===== config.mk =====
export PLATFORM = sky130hd
export DESIGN_NAME = sorted_key_value_table
export DESIGN_NICKNAME = d
export VERILOG_FILES = /design/src/rtl/skvt_pkg.sv /design/src/rtl/skvt_store.sv /design/src/rtl/sorted_key_value_table.sv
export SDC_FILE = /design/constraint.sdc
export NUM_CORES = 2
export LEC_CHECK = 0
export ABC_AREA = 1
export BUFFER_PORTS_ARGS = -buffer_cell sky130_fd_sc_hd__buf_2
export CORE_MARGIN = 1.5
export CORE_UTILIZATION = 25
export DETAILED_ROUTE_END_ITERATION = 10
export MAX_ROUTING_LAYER = met4
export SLEW_MARGIN = 10
export SYNTH_ARGS = -nofsm -noshare
export SYNTH_HDL_FRONTEND = slang
export SYNTH_HIERARCHICAL = 1
export SYNTH_SLANG_ARGS = --single-unit
export TNS_END_PERCENT = 20

===== constraint.sdc =====
create_clock -name clk -period 7.4 [get_ports clk]
set_input_delay 0.74 -clock clk [delete_from_list [all_inputs] [get_ports clk]]
set_output_delay 0.74 -clock clk [all_outputs]
set_load 0.05 [all_outputs]

===== src/rtl/skvt_pkg.sv =====
// ---------------------------------------------------------------------------
// skvt_pkg: shared definitions for the sorted key/value table
// Default sizes, request codes and status codes used by all table files.
// ---------------------------------------------------------------------------
`default_nettype none

package skvt_pkg;

  // default sizes
  localparam int CAPACITY_DEF   = 16;
  localparam int KEY_BITS_DEF   = 32;
  localparam int VALUE_BITS_DEF = 32;

  localparam int REQ_TYPE_BITS = 3;
  localparam int STATUS_BITS   = 2;

  // request codes
  localparam logic [REQ_TYPE_BITS-1:0] REQ_INSERT = 3'd0;
  localparam logic [REQ_TYPE_BITS-1:0] REQ_FIND   = 3'd1;
  localparam logic [REQ_TYPE_BITS-1:0] REQ_ERASE  = 3'd2;
  localparam logic [REQ_TYPE_BITS-1:0] REQ_RANGE  = 3'd3;
  localparam logic [REQ_TYPE_BITS-1:0] REQ_CLEAR  = 3'd4;

  // status codes
  localparam logic [STATUS_BITS-1:0] ST_DONE      = 2'd0;
  localparam logic [STATUS_BITS-1:0] ST_EXISTS    = 2'd1;
  localparam logic [STATUS_BITS-1:0] ST_NOT_FOUND = 2'd2;
  localparam logic [STATUS_BITS-1:0] ST_FULL      = 2'd3;

endpackage

`default_nettype wire


===== src/rtl/skvt_store.sv =====
// ---------------------------------------------------------------------------
// skvt_store: entry storage of the sorted key/value table
// Key and value arrays with one write port and one registered read port.
// ---------------------------------------------------------------------------
`default_nettype none

module skvt_store
  import skvt_pkg::*;
#(
  parameter int DEPTH      = CAPACITY_DEF,
  parameter int KEY_BITS   = KEY_BITS_DEF,
  parameter int VALUE_BITS = VALUE_BITS_DEF,
  localparam int IW        = $clog2(DEPTH)
) (
  input  wire logic                  clk,
  input  wire logic                  wr_en,
  input  wire logic [IW-1:0]         wr_addr,
  input  wire logic [KEY_BITS-1:0]   wr_key,
  input  wire logic [VALUE_BITS-1:0] wr_value,
  input  wire logic [IW-1:0]         rd_addr,
  output logic      [KEY_BITS-1:0]   rd_key,
  output logic      [VALUE_BITS-1:0] rd_value
);

  logic [KEY_BITS-1:0]   key_mem   [DEPTH];
  logic [VALUE_BITS-1:0] value_mem [DEPTH];

  always_ff @(posedge clk) begin
    if (wr_en) begin
      key_mem[wr_addr] <= wr_key;
    end
    rd_key <= key_mem[rd_addr];
  end

  always_ff @(posedge clk) begin
    if (wr_en) begin
      value_mem[wr_addr] <= wr_value;
    end
    rd_value <= value_mem[rd_addr];
  end

endmodule

`default_nettype wire


===== src/rtl/sorted_key_value_table.sv =====
// ---------------------------------------------------------------------------
// sorted_key_value_table: table of unique keys kept in ascending order
// Insert, find, erase, range erase and clear over a sorted entry store.
// ---------------------------------------------------------------------------
// usage
//   input channel (in_*): one request per transfer; in_tuser holds the
//   request type, in_tdata the key, the range upper bound and the value.
//   output channel (out_*): exactly one result transfer per request with
//   status, found value, removed count and entry count.
//   a single compare unit walks the store one entry per cycle from entry 0
//   until it meets a key not below the search key; range erase continues
//   with the same unit up to the upper bound. entries are then moved one
//   per cycle through the store's single read and write port (up for an
//   insert, down to close a gap after an erase).
//   a request is accepted and searched; for range erase the bound is
//   searched as well; entries are moved when the table changes; then the
//   result is handed to the output register. in_tready is high only
//   between requests.
//   the finished result sits in an output register; a stalled receiver
//   holds it there, and the next request may be accepted meanwhile but its
//   result waits until the register is free.
//   reset empties the table (entry count zero) and drops any pending result;
//   the store itself is not cleared, entries are only read below the count.
// ---------------------------------------------------------------------------
`default_nettype none

module sorted_key_value_table
  import skvt_pkg::*;
#(
  parameter int CAPACITY   = CAPACITY_DEF,
  parameter int KEY_BITS   = KEY_BITS_DEF,
  parameter int VALUE_BITS = VALUE_BITS_DEF,
  localparam int CW        = $clog2(CAPACITY + 1),
  localparam int IN_W      = ((2 * KEY_BITS + VALUE_BITS) + 7) / 8 * 8,
  localparam int OUT_W     = ((STATUS_BITS + VALUE_BITS + 2 * CW) + 7) / 8 * 8
) (
  input  wire logic                     clk,
  input  wire logic                     rst_n,
  // request channel
  input  wire logic                     in_tvalid,
  output logic                          in_tready,
  // in_tdata: req_key, range_high, req_value (lowest first), zero padded
  input  wire logic [IN_W-1:0]          in_tdata,
  // in_tuser: req_type
  input  wire logic [REQ_TYPE_BITS-1:0] in_tuser,
  // result channel
  output logic                          out_tvalid,
  input  wire logic                     out_tready,
  // out_tdata: status, found_value, removed_count, entry_count (lowest
  // first), zero padded
  output logic      [OUT_W-1:0]         out_tdata
);

  localparam int IW = $clog2(CAPACITY);
  localparam logic [CW-1:0] CAP_C = CW'(CAPACITY);

  // sequencer states
  localparam logic [2:0] S_IDLE     = 3'd0;
  localparam logic [2:0] S_SCAN     = 3'd1;  // find first key >= search key
  localparam logic [2:0] S_SCAN_END = 3'd2;  // range erase: find first key >= bound
  localparam logic [2:0] S_SHIFT_UP = 3'd3;  // open a slot for insert
  localparam logic [2:0] S_SHIFT_DN = 3'd4;  // close the gap after erase
  localparam logic [2:0] S_FIN      = 3'd5;  // hand result to output register

  logic [2:0]               state_r, state_nxt;
  logic [CW-1:0]            count_r, count_nxt;
  logic [CW-1:0]            pos_r, pos_nxt;
  logic [CW-1:0]            src_r, src_nxt;
  logic [CW-1:0]            dst_r, dst_nxt;
  logic                     pend_r, pend_nxt;
  logic [REQ_TYPE_BITS-1:0] type_r, type_nxt;
  logic [KEY_BITS-1:0]      key_r, key_nxt;
  logic [KEY_BITS-1:0]      high_r, high_nxt;
  logic [VALUE_BITS-1:0]    val_r, val_nxt;
  logic [STATUS_BITS-1:0]   status_r, status_nxt;
  logic [VALUE_BITS-1:0]    found_r, found_nxt;
  logic [CW-1:0]            removed_r, removed_nxt;
  logic                     out_tvalid_r, out_tvalid_nxt;
  logic [OUT_W-1:0]         out_tdata_r, out_tdata_nxt;

  // store ports
  logic                  wr_en;
  logic [IW-1:0]         wr_addr;
  logic [KEY_BITS-1:0]   wr_key;
  logic [VALUE_BITS-1:0] wr_value;
  logic [CW-1:0]         rd_ptr;
  logic [KEY_BITS-1:0]   rd_key;
  logic [VALUE_BITS-1:0] rd_value;

  // shared compare unit
  logic [KEY_BITS-1:0] cmp_target;
  logic [CW-1:0]       cmp_idx;
  logic                cmp_valid;
  logic                cmp_lt;
  logic                cmp_eq;
  logic                hit;

  skvt_store #(
    .DEPTH      (CAPACITY),
    .KEY_BITS   (KEY_BITS),
    .VALUE_BITS (VALUE_BITS)
  ) u_store (
    .clk      (clk),
    .wr_en    (wr_en),
    .wr_addr  (wr_addr),
    .wr_key   (wr_key),
    .wr_value (wr_value),
    .rd_addr  (rd_ptr[IW-1:0]),
    .rd_key   (rd_key),
    .rd_value (rd_value)
  );

  // rd_key holds the entry at the scan index; it is valid below the count
  assign cmp_target = (state_r == S_SCAN_END) ? high_r : key_r;
  assign cmp_idx    = (state_r == S_SCAN_END) ? src_r : pos_r;
  assign cmp_valid  = cmp_idx < count_r;
  assign cmp_lt     = cmp_valid && (rd_key < cmp_target);
  assign cmp_eq     = cmp_valid && (rd_key == cmp_target);
  assign hit        = cmp_eq;

  assign in_tready  = (state_r == S_IDLE);
  assign out_tvalid = out_tvalid_r;
  assign out_tdata  = out_tdata_r;

  always_comb begin
    state_nxt      = state_r;
    count_nxt      = count_r;
    pos_nxt        = pos_r;
    src_nxt        = src_r;
    dst_nxt        = dst_r;
    pend_nxt       = pend_r;
    type_nxt       = type_r;
    key_nxt        = key_r;
    high_nxt       = high_r;
    val_nxt        = val_r;
    status_nxt     = status_r;
    found_nxt      = found_r;
    removed_nxt    = removed_r;
    out_tvalid_nxt = out_tvalid_r;
    out_tdata_nxt  = out_tdata_r;
    wr_en          = 1'b0;
    wr_addr        = dst_r[IW-1:0];
    wr_key         = rd_key;
    wr_value       = rd_value;
    rd_ptr         = '0;

    if (out_tvalid_r && out_tready) begin
      out_tvalid_nxt = 1'b0;
    end

    case (state_r)
      S_IDLE: begin
        // entry 0 is read ahead so the scan can start at once
        rd_ptr = '0;
        if (in_tvalid) begin
          type_nxt    = in_tuser;
          key_nxt     = in_tdata[KEY_BITS-1:0];
          high_nxt    = in_tdata[2*KEY_BITS-1:KEY_BITS];
          val_nxt     = in_tdata[2*KEY_BITS+VALUE_BITS-1:2*KEY_BITS];
          pos_nxt     = '0;
          status_nxt  = ST_DONE;
          found_nxt   = '0;
          removed_nxt = '0;
          case (in_tuser)
            REQ_INSERT, REQ_FIND, REQ_ERASE, REQ_RANGE: begin
              state_nxt = S_SCAN;
            end
            REQ_CLEAR: begin
              removed_nxt = count_r;
              count_nxt   = '0;
              state_nxt   = S_FIN;
            end
            default: begin
              state_nxt = S_FIN;
            end
          endcase
        end
      end

      S_SCAN: begin
        if (cmp_lt) begin
          pos_nxt = pos_r + 1'b1;
          rd_ptr  = pos_r + 1'b1;
        end else begin
          // keep the entry at the stop position on the read port
          rd_ptr = pos_r;
          case (type_r)
            REQ_INSERT: begin
              if (hit) begin
                status_nxt = ST_EXISTS;
                state_nxt  = S_FIN;
              end else if (count_r == CAP_C) begin
                status_nxt = ST_FULL;
                state_nxt  = S_FIN;
              end else begin
                src_nxt   = count_r;
                pend_nxt  = 1'b0;
                state_nxt = S_SHIFT_UP;
              end
            end
            REQ_FIND: begin
              if (hit) begin
                found_nxt = rd_value;
              end else begin
                status_nxt = ST_NOT_FOUND;
              end
              state_nxt = S_FIN;
            end
            REQ_ERASE: begin
              if (hit) begin
                src_nxt     = pos_r + 1'b1;
                dst_nxt     = pos_r;
                removed_nxt = CW'(1);
                pend_nxt    = 1'b0;
                state_nxt   = S_SHIFT_DN;
              end else begin
                status_nxt = ST_NOT_FOUND;
                state_nxt  = S_FIN;
              end
            end
            REQ_RANGE: begin
              src_nxt   = pos_r;
              state_nxt = S_SCAN_END;
            end
            default: begin
              state_nxt = S_FIN;
            end
          endcase
        end
      end

      S_SCAN_END: begin
        if (cmp_lt) begin
          src_nxt = src_r + 1'b1;
          rd_ptr  = src_r + 1'b1;
        end else begin
          rd_ptr = src_r;
          if (src_r == pos_r) begin
            state_nxt = S_FIN;
          end else begin
            removed_nxt = src_r - pos_r;
            dst_nxt     = pos_r;
            pend_nxt    = 1'b0;
            state_nxt   = S_SHIFT_DN;
          end
        end
      end

      S_SHIFT_DN: begin
        // read ahead at src, write in the following cycle at dst
        rd_ptr = src_r;
        if (pend_r) begin
          wr_en   = 1'b1;
          wr_addr = dst_r[IW-1:0];
          dst_nxt = dst_r + 1'b1;
        end
        if (src_r < count_r) begin
          src_nxt  = src_r + 1'b1;
          pend_nxt = 1'b1;
        end else begin
          pend_nxt = 1'b0;
          if (!pend_r) begin
            count_nxt = count_r - removed_r;
            state_nxt = S_FIN;
          end
        end
      end

      S_SHIFT_UP: begin
        // walk down from the top, moving each entry one slot up
        rd_ptr = src_r - 1'b1;
        if (pend_r) begin
          wr_en   = 1'b1;
          wr_addr = dst_r[IW-1:0];
        end
        if (src_r > pos_r) begin
          src_nxt  = src_r - 1'b1;
          dst_nxt  = src_r;
          pend_nxt = 1'b1;
        end else begin
          pend_nxt = 1'b0;
          if (!pend_r) begin
            wr_en     = 1'b1;
            wr_addr   = pos_r[IW-1:0];
            wr_key    = key_r;
            wr_value  = val_r;
            count_nxt = count_r + 1'b1;
            state_nxt = S_FIN;
          end
        end
      end

      S_FIN: begin
        if (!out_tvalid_r || out_tready) begin
          out_tvalid_nxt = 1'b1;
          out_tdata_nxt  = OUT_W'({count_r, removed_r, found_r, status_r});
          state_nxt      = S_IDLE;
        end
      end

      default: begin
        state_nxt = S_IDLE;
      end
    endcase
  end

  // control state
  always_ff @(posedge clk) begin
    if (!rst_n) begin
      state_r      <= S_IDLE;
      count_r      <= '0;
      pend_r       <= 1'b0;
      out_tvalid_r <= 1'b0;
    end else begin
      state_r      <= state_nxt;
      count_r      <= count_nxt;
      pend_r       <= pend_nxt;
      out_tvalid_r <= out_tvalid_nxt;
    end
  end

  // request and result payload
  always_ff @(posedge clk) begin
    pos_r       <= pos_nxt;
    src_r       <= src_nxt;
    dst_r       <= dst_nxt;
    type_r      <= type_nxt;
    key_r       <= key_nxt;
    high_r      <= high_nxt;
    val_r       <= val_nxt;
    status_r    <= status_nxt;
    found_r     <= found_nxt;
    removed_r   <= removed_nxt;
    out_tdata_r <= out_tdata_nxt;
  end

  // entry count never passes the capacity
  a_count_bound: assert property (@(posedge clk) disable iff (!rst_n)
    count_r <= CAP_C)
    else $error("entry count above capacity");

  // a slot is only opened in a table that is not full
  a_no_shift_full: assert property (@(posedge clk) disable iff (!rst_n)
    (state_r == S_SHIFT_UP) |-> (count_r < CAP_C))
    else $error("insert shift in a full table");

  // the scan index never goes beyond the entry count
  a_scan_bound: assert property (@(posedge clk) disable iff (!rst_n)
    (state_r == S_SCAN) |-> (pos_r <= count_r))
    else $error("scan beyond held entries");

  // while closing a gap the write side stays below the read side
  a_gap_order: assert property (@(posedge clk) disable iff (!rst_n)
    (state_r == S_SHIFT_DN) |-> (dst_r < src_r))
    else $error("erase move overtakes its source");

  // one request at a time: an accepted request blocks the input
  a_one_at_a_time: assert property (@(posedge clk) disable iff (!rst_n)
    (in_tvalid && in_tready) |=> !in_tready)
    else $error("input open while a request is in work");

endmodule

`default_nettype wire


==> impl_metrics.toml <==
[run_status]
status = "completed"

[clock_tree]
clk_pin_slew_worst_paths_ns = 0.06
h-tree-depth = 4
cts_tree = "done"
cts_buffer_depth = 3
ctsHoldBuffers = 0
cts-buffers-inserted = 136
cts_resized = 0
root_buffer = "clkbuf_16"
clk_latency_ns = 0.78
post-cts-setup-buffers = 0
clock-sinks = 1294

[setup_path]
crit_path_start_kind = "register"
required_ns = 8.05
cpMaxStageDelayCell = "buf_4"
worst-path-max-fanout = 68
crit_chain = "inv_1 -> nor2_4 -> nand2_4 -> o21ai_0 -> ha_1 -> a21oi_1 -> nor2_1 -> nor3_1 -> nand2_2 -> nor2_4 -> nand2_4 -> nor2_4 -> o21ai_0 -> nand3_4 -> buf_4 -> buf_4 -> nand2_1 -> nand3_1 -> nand3_1 -> nand3_1 -> nand2_1"
cp_slowest_stage_delay_ns = 0.72
end_kind = "register"
arrival_ns = 6.42
critPathKind = "register to register"

[power]
internal_power_mw = 17.3
p_per_area_nw_per_um2 = 466
swShare_pct = 42.0
combPwrFrac_pct = 43.5
pwr-share-clk_pct = 22.2
seqPwrFrac_pct = 34.2
ir_worst_vdd_mv = 0.734
p_leak_nw = 26.2
p_sw_mw = 12.6

[route]
ant_nets = 0
wl_per_cell_um = 17.7
vias = 36100
wl_met2_um = 70300
routed-wl-met3_um = 10500
drt_iter0_markers = 3085
vias_per_cell = 4.30
wl_um = 148000
firstDrtPassIters = 6
drc_errors = 0
wl_met1_um = 61400
routed.top_layer = "met4"

[timing]
setup_tns_ns = 0
min_period_ns = 5.77
grt_setup_unrepaired = "false"
finClkSkew_ns = 0.0296
min_period_over_period_pct = 77.9
max_freq_mhz = 173
relSlewSlack_pct = 12.2
worstMarginPinSlew_ns = 1.32
slew_violations = 0
final-hold-violation-count = 0
setup_violations = 0

[die]
start_util_pct = 25.2
pin_count = 153
num_rows = 172
die_x_um = 474
coreArea_um2 = 220000
die_h_um = 474
die_area_um2 = 225000

[logic_synthesis]
synth_flop_cell = "edfxtp_1"
synth_compound_area_share_pct = 1.30
synthAdderAreaFrac_pct = 1.29
syn_area_per_cell_um2 = 10.8
syn_inst = 5146
synth-async-reset-ratio_pct = 0
synth_edf_count = 1220
synthSimpleGateAreaFrac_pct = 18.9
synth_top_area_cell = "edfxtp_1"
synth_xor_area_share_pct = 0.189
ys_ff_latch = 1294
yosysMostFrequentCell = "nand2_1"
synth_top_area_share_pct = 66.0
synth_area_leaders = "edfxtp_1, nand2_1, nand3_1"
ys_seq_area_share_pct = 68.6
synth.distinct_cells = 54
syn_area_um2 = 55500
synth_top_family_by_area = "simple AND/OR/NAND/NOR gates"
synth_mux_area_share_pct = 1.19
ys_warn_count = 6
synthTopCellsByCount = "nand2_1, edfxtp_1, inv_1"

[final_layout]
area_growth_pct = 15.4
register_area_um2 = 38100
drive_gt1_share_pct = 9.77
fin_area_um2 = 64100
nFillCells = 22400
nets = 5451
multi_input_area_um2 = 12900

[global_routing]
grt_overflow = 0
antenna_found_initial = 24
grt_usage_pct = 13.4
grt_first_pass_wirelength_um = 221000
grt_start_max_net_pins = 193
grt_pass1_vias = 35100

[min_path]
min_path_type = "input pin to register"

[placement]
numPortBuffers = 148
routabilityCongestion = 0.840
hpwl_um = 78900
place_area_um2 = 59700

[flow_run]
cap_violations = 0
path summary, 6_finish.rpt:
kind | from | to | slack [ns] | cells past startpoint
setup / recovery | state_r[1] | u_store/rd_value[15] | 1.63 | 21
hold / removal | in_tdata[41] | high_r[9] | 0.14 | 1
setup reg to reg | state_r[1] | u_store/rd_value[15] | 1.63 | 21
hold reg to reg | found_r[2] | out_tdata[4] | 0.41 | 0
power by group through the flow:
stage	registers (mW)	logic (mW)	clock network, mW
3_3_place_gp	10.4	12.8	0
5_1_grt	10.3	14.5	7.07
3_5_place_dp	10.4	13.0	0
4_1_cts	10.2	13.0	6.79
2_1_floorplan	10.3	9.51	0
6_report	10.2	13.0	6.64
area by class of cell:
type                       instances  area share, %
sequential                      1294           59.5
inverter                         890           5.26
antenna                           16         0.0625
clock buffer                     197           5.96
multi-input combinational       2727           20.1
timing repair buffer             243           2.52
clock inverter                    54          0.799
tap                             2958           5.78
state kept, by name, summed over array words and instances, names as in the netlist:
signal / cells
u_store/key_mem: 512
u_store/value_mem: 512
out_tdata: 44
found_r: 32
high_r: 32
key_r: 32
u_store/rd_key: 32
u_store/rd_value: 32
val_r: 32
count_r: 5
pos_r: 5
removed_r: 5
src_r: 5
dst_r: 4
state_r: 3
type_r: 3
status_r: 2
out_tvalid: 1
pend_r: 1
per-stage QoR:
stage                     worst slack, ns  power (mW)  util [%]  instances  hold slack (ns)
after floorplan                      1.57        19.8         -       5149            0.400
after global placement               1.77        23.2      27.1       8112            0.404
after detailed placement             1.66        23.4      27.1       8112            0.405
after CTS                            1.64        30.1      29.1       8363           0.0690
after global routing                 1.14        31.9      29.1       8378           0.0914
final                                1.63        29.9      29.1       8379            0.137
critical path: cells and delay by family (launching register included):
family                   cells  cell delay, ns
AND/OR/NAND/NOR             14            2.70
AO/OA/AOI/OAI                3            0.74
flip-flops                   1            0.33
buffers and inverters        3            1.50
adder cells (fa/ha/maj)      1            0.30
placed cells by master (no fill, tap or decap), types with 8 or more instances in the layout:
cell	netlist	layout
a21oi_1	37	36
clkbuf_16	0	139
nor2_4	3	22
buf_2	128	148
xor2_1	9	9
diode_2	0	16
mux2_2	31	31
buf_4	38	82
nor2_1	103	85
buf_12	0	13
mux2i_1	31	31
clkbuf_8	0	12
clkbuf_1	28	46
clkinv_1	1	18
ha_1	54	54
nand2_1	1504	1502
nand4_1	10	10
dfxtp_1	74	74
inv_2	10	8
o21ai_0	62	61
nor3_1	11	11
nand3_1	798	796
clkinv_2	0	15
inv_1	878	877
edfxtp_1	1220	1220
cells by family (layout without fill, tap and decap cells):
logic type,after synthesis,count (layout)
buf+inv,1128,1384
compound gates,129,129
flops,1294,1294
mux,62,62
other cells,1,20
fa+ha+maj,56,56
xor+xnor,12,12
simple gates,2464,2464
per-layer routing:
metal	GRT usage [%]	vias up
met3	2.72	293
met2	21.6	1206
met5	-	-
li1	-	17200
met4	5.60	0
met1	16.4	17400
Note: power is estimated with default switching activity, not from simulation.
